$ cat config.mk
export PLATFORM = sky130hd
export DESIGN_NAME = tdh_ctrl
export DESIGN_NICKNAME = d
export VERILOG_FILES = /design/src/design/tdh_pkg.sv /design/src/design/tdh_ctrl.sv
export SDC_FILE = /design/constraint.sdc
export NUM_CORES = 1
export LEC_CHECK = 0
export ABC_AREA = 1
export BUFFER_PORTS_ARGS = -buffer_cell sky130_fd_sc_hd__buf_2
export CAP_MARGIN = 5
export CORE_AREA = 5 5 54 68
export DETAILED_ROUTE_END_ITERATION = 10
export DIE_AREA = 0 0 59 73
export GPL_TIMING_DRIVEN = 1
export PLACE_DENSITY = 0.81
export SLEW_MARGIN = 20
export SYNTH_ARGS = -nofsm -noshare
export SYNTH_HDL_FRONTEND = slang
export SYNTH_SLANG_ARGS = --single-unit
$ cat constraint.sdc
create_clock -name i_clk -period 2.75 [get_ports i_clk]
set_input_delay 0.825 -clock i_clk [delete_from_list [all_inputs] [get_ports i_clk]]
set_output_delay 0.825 -clock i_clk [all_outputs]
set_load 0.01 [all_outputs]
$ cat src/design/tdh_pkg.sv
// Shared types, codes and default sizes for the token dictionary.
`timescale 1ns / 1ps

package tdh_pkg;

    // Default sizes
    localparam int NUM_BUCKETS_DEF  = 100;
    localparam int TOKEN_BYTES_DEF  = 32;
    localparam int BUCKET_DEPTH_DEF = 64;

    // Fixed field widths
    localparam int FUNC_W   = 2;
    localparam int CHAR_W   = 8;
    localparam int ID_IN_W  = 16;
    localparam int ID_OUT_W = 13;
    localparam int STATUS_W = 3;

    // Request codes
    typedef enum logic [FUNC_W-1:0] {
        FUNC_ADD    = 2'd0,
        FUNC_LOOKUP = 2'd1,
        FUNC_REV    = 2'd2,
        FUNC_NOP    = 2'd3
    } t_func;

    // Result status codes
    typedef enum logic [STATUS_W-1:0] {
        ST_OK        = 3'd0,
        ST_DUP       = 3'd1,
        ST_NOT_FOUND = 3'd2,
        ST_FULL      = 3'd3,
        ST_TOO_LONG  = 3'd4
    } t_status;

    // Result beat source
    typedef enum logic [1:0] {
        RES_CODE = 2'd0,
        RES_HIT  = 2'd1,
        RES_BYTE = 2'd2
    } t_res_sel;

    typedef struct packed {
        logic [FUNC_W-1:0]  func;
        logic [CHAR_W-1:0]  token_char;
        logic               last_char;
        logic [ID_IN_W-1:0] id_in;
    } t_in_beat;

    typedef struct packed {
        logic [STATUS_W-1:0] status;
        logic [ID_OUT_W-1:0] id_out;
        logic [CHAR_W-1:0]   out_char;
        logic                last_result;
    } t_out_beat;

    // Controller to datapath commands
    typedef struct packed {
        logic     take_byte;
        logic     take_id;
        logic     div_fix;
        logic     rd_fill;
        logic     slot_clr;
        logic     slot_inc;
        logic     rev_slot;
        logic     rd_len;
        logic     k_clr;
        logic     k_inc;
        logic     rd_tok;
        logic     rd_asm;
        logic     wr_tok;
        logic     wr_meta;
        logic     clr_asm;
        logic     ld_out;
        t_res_sel res_sel;
        t_status  code;
    } t_cmd;

    // Datapath to controller status
    typedef struct packed {
        logic func_add;
        logic ovl;
        logic fill_lt;
        logic full;
        logic len_eq;
        logic byte_eq;
        logic k_last;
        logic rev_bad;
        logic rlen_bad;
        logic out_free;
    } t_sts;

endpackage

$ cat src/design/tdh_ctrl.sv
// Controller: sequences hashing, bucket scan, store and reverse readout.
`timescale 1ns / 1ps

module tdh_ctrl (
    input  logic                        i_clk,
    input  logic                        i_rst_n,
    input  logic                        i_in_valid,
    input  logic [tdh_pkg::FUNC_W-1:0]  i_func,
    input  logic                        i_last,
    input  tdh_pkg::t_sts               i_sts,
    output tdh_pkg::t_cmd               o_cmd,
    output logic                        o_in_ready
);

    typedef enum logic [16:0] {
        S_IDLE    = 17'h00001,
        S_BCHK    = 17'h00002,
        S_SCAN    = 17'h00004,
        S_LEN     = 17'h00008,
        S_CMP_RD  = 17'h00010,
        S_CMP_CHK = 17'h00020,
        S_COPY_RD = 17'h00040,
        S_COPY_WR = 17'h00080,
        S_META    = 17'h00100,
        S_RES     = 17'h00200,
        S_RDIV    = 17'h00400,
        S_RFILL   = 17'h00800,
        S_RCHK    = 17'h01000,
        S_RLEN    = 17'h02000,
        S_RLCHK   = 17'h04000,
        S_RRD     = 17'h08000,
        S_ROUT    = 17'h10000
    } t_state;

    t_state            r_state, n_state;
    tdh_pkg::t_status  r_code, n_code;
    tdh_pkg::t_res_sel r_sel, n_sel;

    always_ff @(posedge i_clk) begin
        if (!i_rst_n) begin
            r_state <= S_IDLE;
            r_code  <= tdh_pkg::ST_OK;
            r_sel   <= tdh_pkg::RES_CODE;
        end else begin
            r_state <= n_state;
            r_code  <= n_code;
            r_sel   <= n_sel;
        end
    end

    assign o_in_ready = r_state == S_IDLE;

    // Next state and commands
    always_comb begin
        n_state       = r_state;
        n_code        = r_code;
        n_sel         = r_sel;
        o_cmd         = '0;
        o_cmd.res_sel = r_sel;
        o_cmd.code    = r_code;
        case (r_state)
            S_IDLE: begin
                if (i_in_valid) begin
                    if (i_func == tdh_pkg::FUNC_REV) begin
                        o_cmd.take_id = 1'b1;
                        n_state       = S_RDIV;
                    end else if (i_func != tdh_pkg::FUNC_NOP) begin
                        o_cmd.take_byte = 1'b1;
                        if (i_last) begin
                            n_state = S_BCHK;
                        end
                    end
                end
            end
            S_BCHK: begin
                if (i_sts.ovl) begin
                    o_cmd.clr_asm = 1'b1;
                    n_code        = tdh_pkg::ST_TOO_LONG;
                    n_sel         = tdh_pkg::RES_CODE;
                    n_state       = S_RES;
                end else begin
                    o_cmd.rd_fill  = 1'b1;
                    o_cmd.slot_clr = 1'b1;
                    n_state        = S_SCAN;
                end
            end
            S_SCAN: begin
                if (i_sts.fill_lt) begin
                    o_cmd.rd_len = 1'b1;
                    n_state      = S_LEN;
                end else if (!i_sts.func_add) begin
                    o_cmd.clr_asm = 1'b1;
                    n_code        = tdh_pkg::ST_NOT_FOUND;
                    n_sel         = tdh_pkg::RES_CODE;
                    n_state       = S_RES;
                end else if (i_sts.full) begin
                    o_cmd.clr_asm = 1'b1;
                    n_code        = tdh_pkg::ST_FULL;
                    n_sel         = tdh_pkg::RES_CODE;
                    n_state       = S_RES;
                end else begin
                    o_cmd.k_clr = 1'b1;
                    n_state     = S_COPY_RD;
                end
            end
            S_LEN: begin
                if (i_sts.len_eq) begin
                    o_cmd.k_clr = 1'b1;
                    n_state     = S_CMP_RD;
                end else begin
                    o_cmd.slot_inc = 1'b1;
                    n_state        = S_SCAN;
                end
            end
            S_CMP_RD: begin
                o_cmd.rd_tok = 1'b1;
                o_cmd.rd_asm = 1'b1;
                n_state      = S_CMP_CHK;
            end
            S_CMP_CHK: begin
                if (!i_sts.byte_eq) begin
                    o_cmd.slot_inc = 1'b1;
                    n_state        = S_SCAN;
                end else if (i_sts.k_last) begin
                    o_cmd.clr_asm = 1'b1;
                    n_code        = i_sts.func_add ? tdh_pkg::ST_DUP : tdh_pkg::ST_OK;
                    n_sel         = tdh_pkg::RES_HIT;
                    n_state       = S_RES;
                end else begin
                    o_cmd.k_inc = 1'b1;
                    n_state     = S_CMP_RD;
                end
            end
            S_COPY_RD: begin
                o_cmd.rd_asm = 1'b1;
                n_state      = S_COPY_WR;
            end
            S_COPY_WR: begin
                o_cmd.wr_tok = 1'b1;
                if (i_sts.k_last) begin
                    n_state = S_META;
                end else begin
                    o_cmd.k_inc = 1'b1;
                    n_state     = S_COPY_RD;
                end
            end
            S_META: begin
                o_cmd.wr_meta = 1'b1;
                o_cmd.clr_asm = 1'b1;
                n_code        = tdh_pkg::ST_OK;
                n_sel         = tdh_pkg::RES_HIT;
                n_state       = S_RES;
            end
            S_RES: begin
                if (i_sts.out_free) begin
                    o_cmd.ld_out = 1'b1;
                    n_state      = S_IDLE;
                end
            end
            S_RDIV: begin
                o_cmd.div_fix = 1'b1;
                n_state       = S_RFILL;
            end
            S_RFILL: begin
                o_cmd.rd_fill = 1'b1;
                n_state       = S_RCHK;
            end
            S_RCHK: begin
                if (i_sts.rev_bad) begin
                    n_code  = tdh_pkg::ST_NOT_FOUND;
                    n_sel   = tdh_pkg::RES_CODE;
                    n_state = S_RES;
                end else begin
                    o_cmd.rev_slot = 1'b1;
                    n_state        = S_RLEN;
                end
            end
            S_RLEN: begin
                o_cmd.rd_len = 1'b1;
                n_state      = S_RLCHK;
            end
            S_RLCHK: begin
                if (i_sts.rlen_bad) begin
                    n_code  = tdh_pkg::ST_NOT_FOUND;
                    n_sel   = tdh_pkg::RES_CODE;
                    n_state = S_RES;
                end else begin
                    o_cmd.k_clr = 1'b1;
                    n_state     = S_RRD;
                end
            end
            S_RRD: begin
                o_cmd.rd_tok = 1'b1;
                n_state      = S_ROUT;
            end
            S_ROUT: begin
                o_cmd.res_sel = tdh_pkg::RES_BYTE;
                if (i_sts.out_free) begin
                    o_cmd.ld_out = 1'b1;
                    if (i_sts.k_last) begin
                        n_state = S_IDLE;
                    end else begin
                        o_cmd.k_inc = 1'b1;
                        n_state     = S_RRD;
                    end
                end
            end
            default: begin
                n_state = S_IDLE;
            end
        endcase
    end

endmodule

======== Word-level counts from Yosys, hierarchy flattened ========
Cells that the tools add are included.
word-level totals
  logic and storage cells ................. 117
  memory bits (read-only) ................. 0
  memories ................................ 0
  output and inout bits ................... 22
  bits in writable memories ............... 0
  bits in latches ......................... 0
  bits in registers ....................... 22
  input port bits ......................... 16
cells by class
  multiplexer cells ....................... 77
  $mul .................................... 0
  bitwise logic cells ..................... 0
  magnitude comparators ................... 0
  reductions and logical operators ........ 6
  eq/ne operators ......................... 31
  shifts and indexed selects .............. 0
  div/mod/pow operators ................... 0
  add/subtract/negate cells ............... 0
operators with widths
  kind                                                                     number
  17-bit one-hot mux with 17 select lines                                  1
  17-bit 2-to-1 mux                                                        9
  16-bit 2-to-1 mux                                                        2
  1-bit 2-to-1 mux                                                         31
  10-bit 2-to-1 mux                                                        3
  2-bit 2-to-1 mux                                                         12
  3-bit 2-to-1 mux                                                         8
  2-bit != test, second input constant                                     10
  3-bit one-hot mux with 6 select lines                                    1
  17-bit by 1-bit equality test with 1-bit output, second input constant   1
  17-bit by 10-bit equality test with 1-bit output, second input constant  1
  17-bit by 11-bit equality test with 1-bit output, second input constant  1
  17-bit by 12-bit equality test with 1-bit output, second input constant  1
  17-bit by 13-bit equality test with 1-bit output, second input constant  1
  17-bit by 14-bit equality test with 1-bit output, second input constant  1
  17-bit by 15-bit equality test with 1-bit output, second input constant  1
  17-bit by 16-bit equality test with 1-bit output, second input constant  1
  17-bit equality test, second input constant                              1
  17-bit by 2-bit equality test with 1-bit output, second input constant   1
  17-bit by 3-bit equality test with 1-bit output, second input constant   1
  17-bit by 4-bit equality test with 1-bit output, second input constant   1
  17-bit by 5-bit equality test with 1-bit output, second input constant   1
  17-bit by 6-bit equality test with 1-bit output, second input constant   1
  17-bit by 7-bit equality test with 1-bit output, second input constant   1
  17 further kinds                                                         22

======== Logic depth before layout (Yosys ltp) ========
Gate-level depths: netlist of run 1.
  word-level depth ........................ 5
  gate-level depth with buffers ........... 13
  depth with buffers taken out ............ 12

======== Worst setup path before layout of run 1 ========
OpenSTA, ideal clock, no wires.
  path type ............................... input -> output
  start ................................... in i_sts[9] in the netlist's numbering
  end ..................................... out o_cmd[6] in the netlist's numbering
  path buffers ............................ 0
  required time ........................... 1925 ps
  path slack .............................. 553 ps
  cell stages on the path ................. 7
  arrival ................................. 1372 ps
  path through ............................ inv_1 > nor2_1 > nor2_1 > nand4_1 > o21ai_2 > nor2_4 > inv_1
RTL lines
  item         line            text
  from (decl)  tdh_ctrl.sv:10  input tdh_pkg::t_sts i_sts,
  to (decl)    tdh_ctrl.sv:11  output tdh_pkg::t_cmd o_cmd,

==> impl_metrics.toml, run 1 <==
[clock_tree]
holdBufCountCts = 0
htree_levels = 1
cts_tree = "done"
cts-buffers-inserted = 3
clock_path_buffers = 2
cts_num_sinks = 21
clock_latency_ps = 270
root_buffer = "clkbuf_8"
clk_pin_slew_ps = 80

[placed_design]
place_inst = 313
dpl-instance-area_um2 = 1780
gp_congestion = 0.9350
io_buffers = 37
dp_hpwl_um = 3207
place_ws_ps = 320.3

[global_route]
grt_pass1_wl_um = 6824
antenna_found_initial = 0
grt_pass1_vias = 1574
overflow = 0
grt_max_degree = 17
grt_util_all_layers_pct = 20.70

[synthesis]
synth_edf_count = 0
synth.net_count = 257
yosys_warnings = 0
syn_area_um2 = 1568
synth_ff_type = "dfxtp_1"
synthArstFlopShare_pct = 0
yosysUniqueCellTypes = 29
syn_inst = 241
avgSynthCellArea_um2 = 6.505
synth_seq_cells = 21
synth_seq_area_share_pct = 26.82

[setup_path]
path_class = "flop to output pin"
worstPathRequired_ps = 1930
cp_max_fo = 7
arrival_ps = 1820
critPathLaunchType = "flop"
critPathCaptureType = "output pin"

[final_layout]
fin_cells = 321
final_cell_mix = "inv_1, nand2_1, nor2_1"
area_delta_synth_final_pct = 20.11
diodes = 0
drive_above_1_share_pct = 31.34
layout_commonest_cell = "inv_1"
n_fill_cell = 306
final_nets = 301
post-route-util_pct = 61.73
seqCellArea_um2 = 421.7
fin_area_um2 = 1883
multiInputGateArea_um2 = 953.4

[pwr]
seqPwrFrac_pct = 39.3
combPwrFrac_pct = 34.4
p_int_mw = 0.5189
power.share.switching_pct = 36.65
leakagePower_nw = 1.101
clock_power_share_pct = 26.3
ir_drop_v = 0.0002822
p_sw_mw = 0.3002
power.density_nw_per_um2 = 435.0

[route]
wl_um = 4339
met3_length_um = 289
initialDrtViolationCount = 46
routed_via_density = 5.224
drcViolationCount = 0
first_pass_iters = 4
top_layer = "met4"
route.met2.wl_um = 2213
drtAntennaViolNets = 0
num_vias = 1677
wl_met1_um = 1730
wl_per_cell_um = 13.52

[timing]
worst_slew_pin_slew_ps = 552.3
fin_crit_sh_pct = 96.02
hold_violations = 0
setup_viol = 0
skew_ps = 8.165
max_freq_mhz = 378.7
maxSlewViolCount = 0
maxSlewHeadroom_pct = 63.14
holdWs_ps = 486.6
fin_ws_ps = 109.4
min_period_ps = 2641

[floorplanning]
core_um2 = 3050
die_h_um = 73
ios = 38
die-area_um2 = 4307
row_count = 23
die_x_um = 59
start_util_pct = 51.39

[flow_run]
drv_cap = 0

[worst_hold_path]
hp-class = "flop to flop"

[status]
status = "complete, no violations"
[synthesized netlist by cell type (4+ instances only)]
| library cell | n | share of area (%) |
|---|---|---|
| nand3_2 | 4 | 2.6 |
| o21ai_0 | 7 | 2.2 |
| nor2_2 | 5 | 2.0 |
| inv_2 | 4 | 0.96 |
| nand2_1 | 42 | 10 |
| nor3_1 | 6 | 1.9 |
| a21oi_1 | 8 | 2.6 |
| inv_1 | 45 | 11 |
| nand2_2 | 5 | 2.0 |
| nand2_4 | 4 | 2.9 |
| dfxtp_1 | 21 | 27 |
| nor2_1 | 40 | 9.6 |
| nand4_1 | 7 | 2.8 |
| nand3_1 | 14 | 4.5 |
| nor2_4 | 8 | 5.7 |
[worst paths after layout]
kind	start	end	slack [ps]	depth (start not counted)
worst max register to register	r_state[8]	r_state[0]	1030	13
worst min-delay path	r_code[2]	r_code[2]	490	2
worst min register to register	r_code[2]	r_code[2]	490	2
worst max-delay path	r_state[0]	o_cmd[11]	110	8
[power groups by stage]
| stage | Sequential [mW] | Combinational [mW] | Clock, mW |
|---|---|---|---|
| final | 0.322 | 0.282 | 0.215 |
| after global routing | 0.322 | 0.308 | 0.229 |
| after CTS | 0.321 | 0.246 | 0.213 |
| after detailed placement | 0.328 | 0.245 | 0 |
| after global placement | 0.327 | 0.241 | 0 |
| after floorplan | 0.327 | 0.184 | 0 |
[logic make-up (layout without fill, tap and decap cells)]
family	after synthesis	in the layout	share of synthesized area, %
AO/OA/AOI/OAI	22	22	7.821
buffers and inverters	53	96	13.81
flip-flops	21	21	26.82
AND/OR/NAND/NOR	145	145	51.56
[layer usage]
metal / global-route usage, % / vias to the layer above
met5: 0 / -
met1: 24.09 / 759
met4: 9.068 / 0
met2: 37.10 / 63
met3: 2.478 / 11
li1: - / 844
[sequential cells by signal, summed over array words and instances, names as in the netlist]
signal and count:
r_code 3, r_sel 1, r_state 17
[critical path, cell delays in order, from the launching register on]
cell,delay (ps)
dfxtp_1,350
nor2_1,180
nand2_2,130
nor2_8,150
nand2_1,120
nor2_4,160
o21ai_0,90
o21ai_0,190
buf_2,170
[cell type report]
| type | instances | share of cell area, % |
|---|---|---|
| inverters | 50 | 10.10 |
| clock buffers | 4 | 2.392 |
| flip-flops and latches | 21 | 22.39 |
| repair buffers | 42 | 12.03 |
| multi-input cells | 167 | 50.63 |
| well taps | 37 | 2.458 |
[stage by stage]
step / power [mW] / setup TNS [ps]
after floorplan: 0.5114 / 0
after global placement: 0.5677 / 0
after detailed placement: 0.5726 / 0
after CTS: 0.7801 / 0
after global routing: 0.8590 / -17.69
final: 0.8191 / 0
[timing repair]
action                     in CTS  in global routing
resized for setup               0                  8
setup buffers                   0                  4
setup endpoints to repair       0                  8
No activity file was read; power rests on OpenSTA's default activity.
==> inputs of run 2 (changes only) <==
--- a/config.mk
+++ b/config.mk
@@ -13,6 +13,7 @@
 export DIE_AREA = 0 0 59 73
 export GPL_TIMING_DRIVEN = 1
 export PLACE_DENSITY = 0.81
+export RECOVER_POWER = 100
 export SLEW_MARGIN = 20
 export SYNTH_ARGS = -nofsm -noshare
 export SYNTH_HDL_FRONTEND = slang
==> run 2 against run 1 <==
- die area unchanged
- non-clock buffer count unchanged
- register-to-register slack worse by 110 ps
- utilization down 1.3 points
- flip-flop and latch count unchanged
- global-route usage unchanged
- highest routed layer unchanged
- count of clock-buffer cells in the layout unchanged
- critical path type unchanged
- first-iteration DRC count up 2.2%
==> impl_metrics.toml, run 2 (synthesized netlist as in run 1, its figures left out) <==
[global_route]
grt_max_degree = 17
grt_pass1_vias = 1574
grt_util_all_layers_pct = 20.70
overflow = 0
grt_pass1_wl_um = 6824
antenna_found_initial = 0

[floorplanning]
start_util_pct = 51.39
die-area_um2 = 4307
ios = 38
core_um2 = 3050
row_count = 23
die_x_um = 59
die_h_um = 73

[final_layout]
area_delta_synth_final_pct = 17.56
top_register = "r_state"
drive_above_1_share_pct = 25.35
fin_cells = 321
n_fill_cell = 317
top_regs = "r_state (17), r_code (3), r_sel (1)"
diodes = 0
largest_reg_flops = 17
layout_commonest_cell = "inv_1"
final_nets = 301
final_cell_mix = "inv_1, nand2_1, nor2_1"

[status]
status = "complete, no violations"

[timing]
worst_slew_pin_slew_ps = 571.8
min_period_ps = 2656
maxSlewViolCount = 0
max_freq_mhz = 376.5
fin_ws_ps = 93.63
rsz0062_at_grt = "false"
skew_ps = 2.809
hold_violations = 0
fin_crit_sh_pct = 96.60
tns_ps = 0
setup_viol = 0
maxSlewHeadroom_pct = 61.84

[worst_hold_path]
hp-class = "flop to flop"

[pwr]
combPwrFrac_pct = 33.4
leakagePower_nw = 1.033
ir_drop_v = 0.0002722
power.density_nw_per_um2 = 436.7
power.share.switching_pct = 36.61
p_int_mw = 0.5102
seqPwrFrac_pct = 40.0
clock_power_share_pct = 26.5
p_sw_mw = 0.2947

[route]
wl_met1_um = 1782
first_pass_iters = 4
top_layer = "met4"
drcViolationCount = 0
initialDrtViolationCount = 47
wl_um = 4331
route.met2.wl_um = 2219
met3_length_um = 250
num_vias = 1697
routed_via_density = 5.287
wl_per_cell_um = 13.49
drtAntennaViolNets = 0

[flow_run]
drv_cap = 0

[setup_path]
path_class = "flop to output pin"
worstPathRequired_ps = 1930
critPathCaptureType = "output pin"
arrival_ps = 1830
critPathLaunchType = "flop"
cp_max_fo = 7

[clock_tree]
clk_pin_slew_ps = 80
clock_latency_ps = 270
holdBufCountCts = 0
cts-buffers-inserted = 3
htree_levels = 1
clock_path_buffers = 2
cts_tree = "done"
root_buffer = "clkbuf_8"
cts_num_sinks = 21

[placed_design]
dp_hpwl_um = 3207
io_buffers = 37
place_inst = 313
place_ws_ps = 320.3
gp_congestion = 0.9350
-- run 2: cell count changes in the layout (fill, tap and decap cells not counted), sizes merged --
cell / delta
clkbuf: +14
clkinv: +1
buf: -14
inv: -1
-- run 2: critical path: stages (launching register included) --
cell,delay [ps]
dfxtp_1,350
nor2_1,190
nand2_2,130
nor2_8,150
nand2_1,120
nor2_4,160
o21ai_0,90
o21ai_0,200
buf_2,170
-- run 2: routing by layer --
layer  vias up  GRT usage, %
met5         -             0
met4         0         9.068
met3         7         2.478
met2        59         37.10
met1       788         24.09
li1        843             -
-- run 2: timing repair --
item / 4_1_cts / 5_1_grt
gates resized for setup: 0 / 8
setup endpoints to repair: 0 / 8
setup buffers: 0 / 4
-- run 2: through the flow --
step	hold slack (ps)	area (µm²)	utilization, %	total power, mW
5_1_grt	523.5	1843	60.42	0.8455
3_5_place_dp	476.9	1780	58.37	0.5726
2_1_floorplan	456.7	1568	-	0.5114
3_3_place_gp	470.2	1780	58.37	0.5677
4_1_cts	487.8	1826	59.84	0.7801
6_report	488.0	1843	60.42	0.8049
-- run 2: layout make-up --
type	instances	area, µm²	area share (%)
Clock buffer	4	45.04	2.444
Inverter	50	190.2	10.32
Multi-Input combinational cell	167	928.4	50.37
Sequential cell	21	421.7	22.88
Tap cell	37	46.29	2.512
Timing Repair Buffer	42	211.5	11.47
-- run 2: final timing paths --
check	slack (ps)	endpoint	start	cells past startpoint
setup / recovery	90	o_cmd[11]	r_state[0]	8
hold / removal	490	r_code[2]	r_code[2]	2
setup reg to reg	920	r_code[1]	r_state[0]	12
hold reg to reg	490	r_code[2]	r_code[2]	2
-- run 2: power groups by stage --
stage / registers (mW) / clock network [mW] / logic, mW
floorplan: 0.327 / 0 / 0.184
global placement: 0.327 / 0 / 0.241
detailed placement: 0.328 / 0 / 0.245
CTS: 0.321 / 0.213 / 0.246
global route: 0.322 / 0.229 / 0.294
finish: 0.322 / 0.213 / 0.269
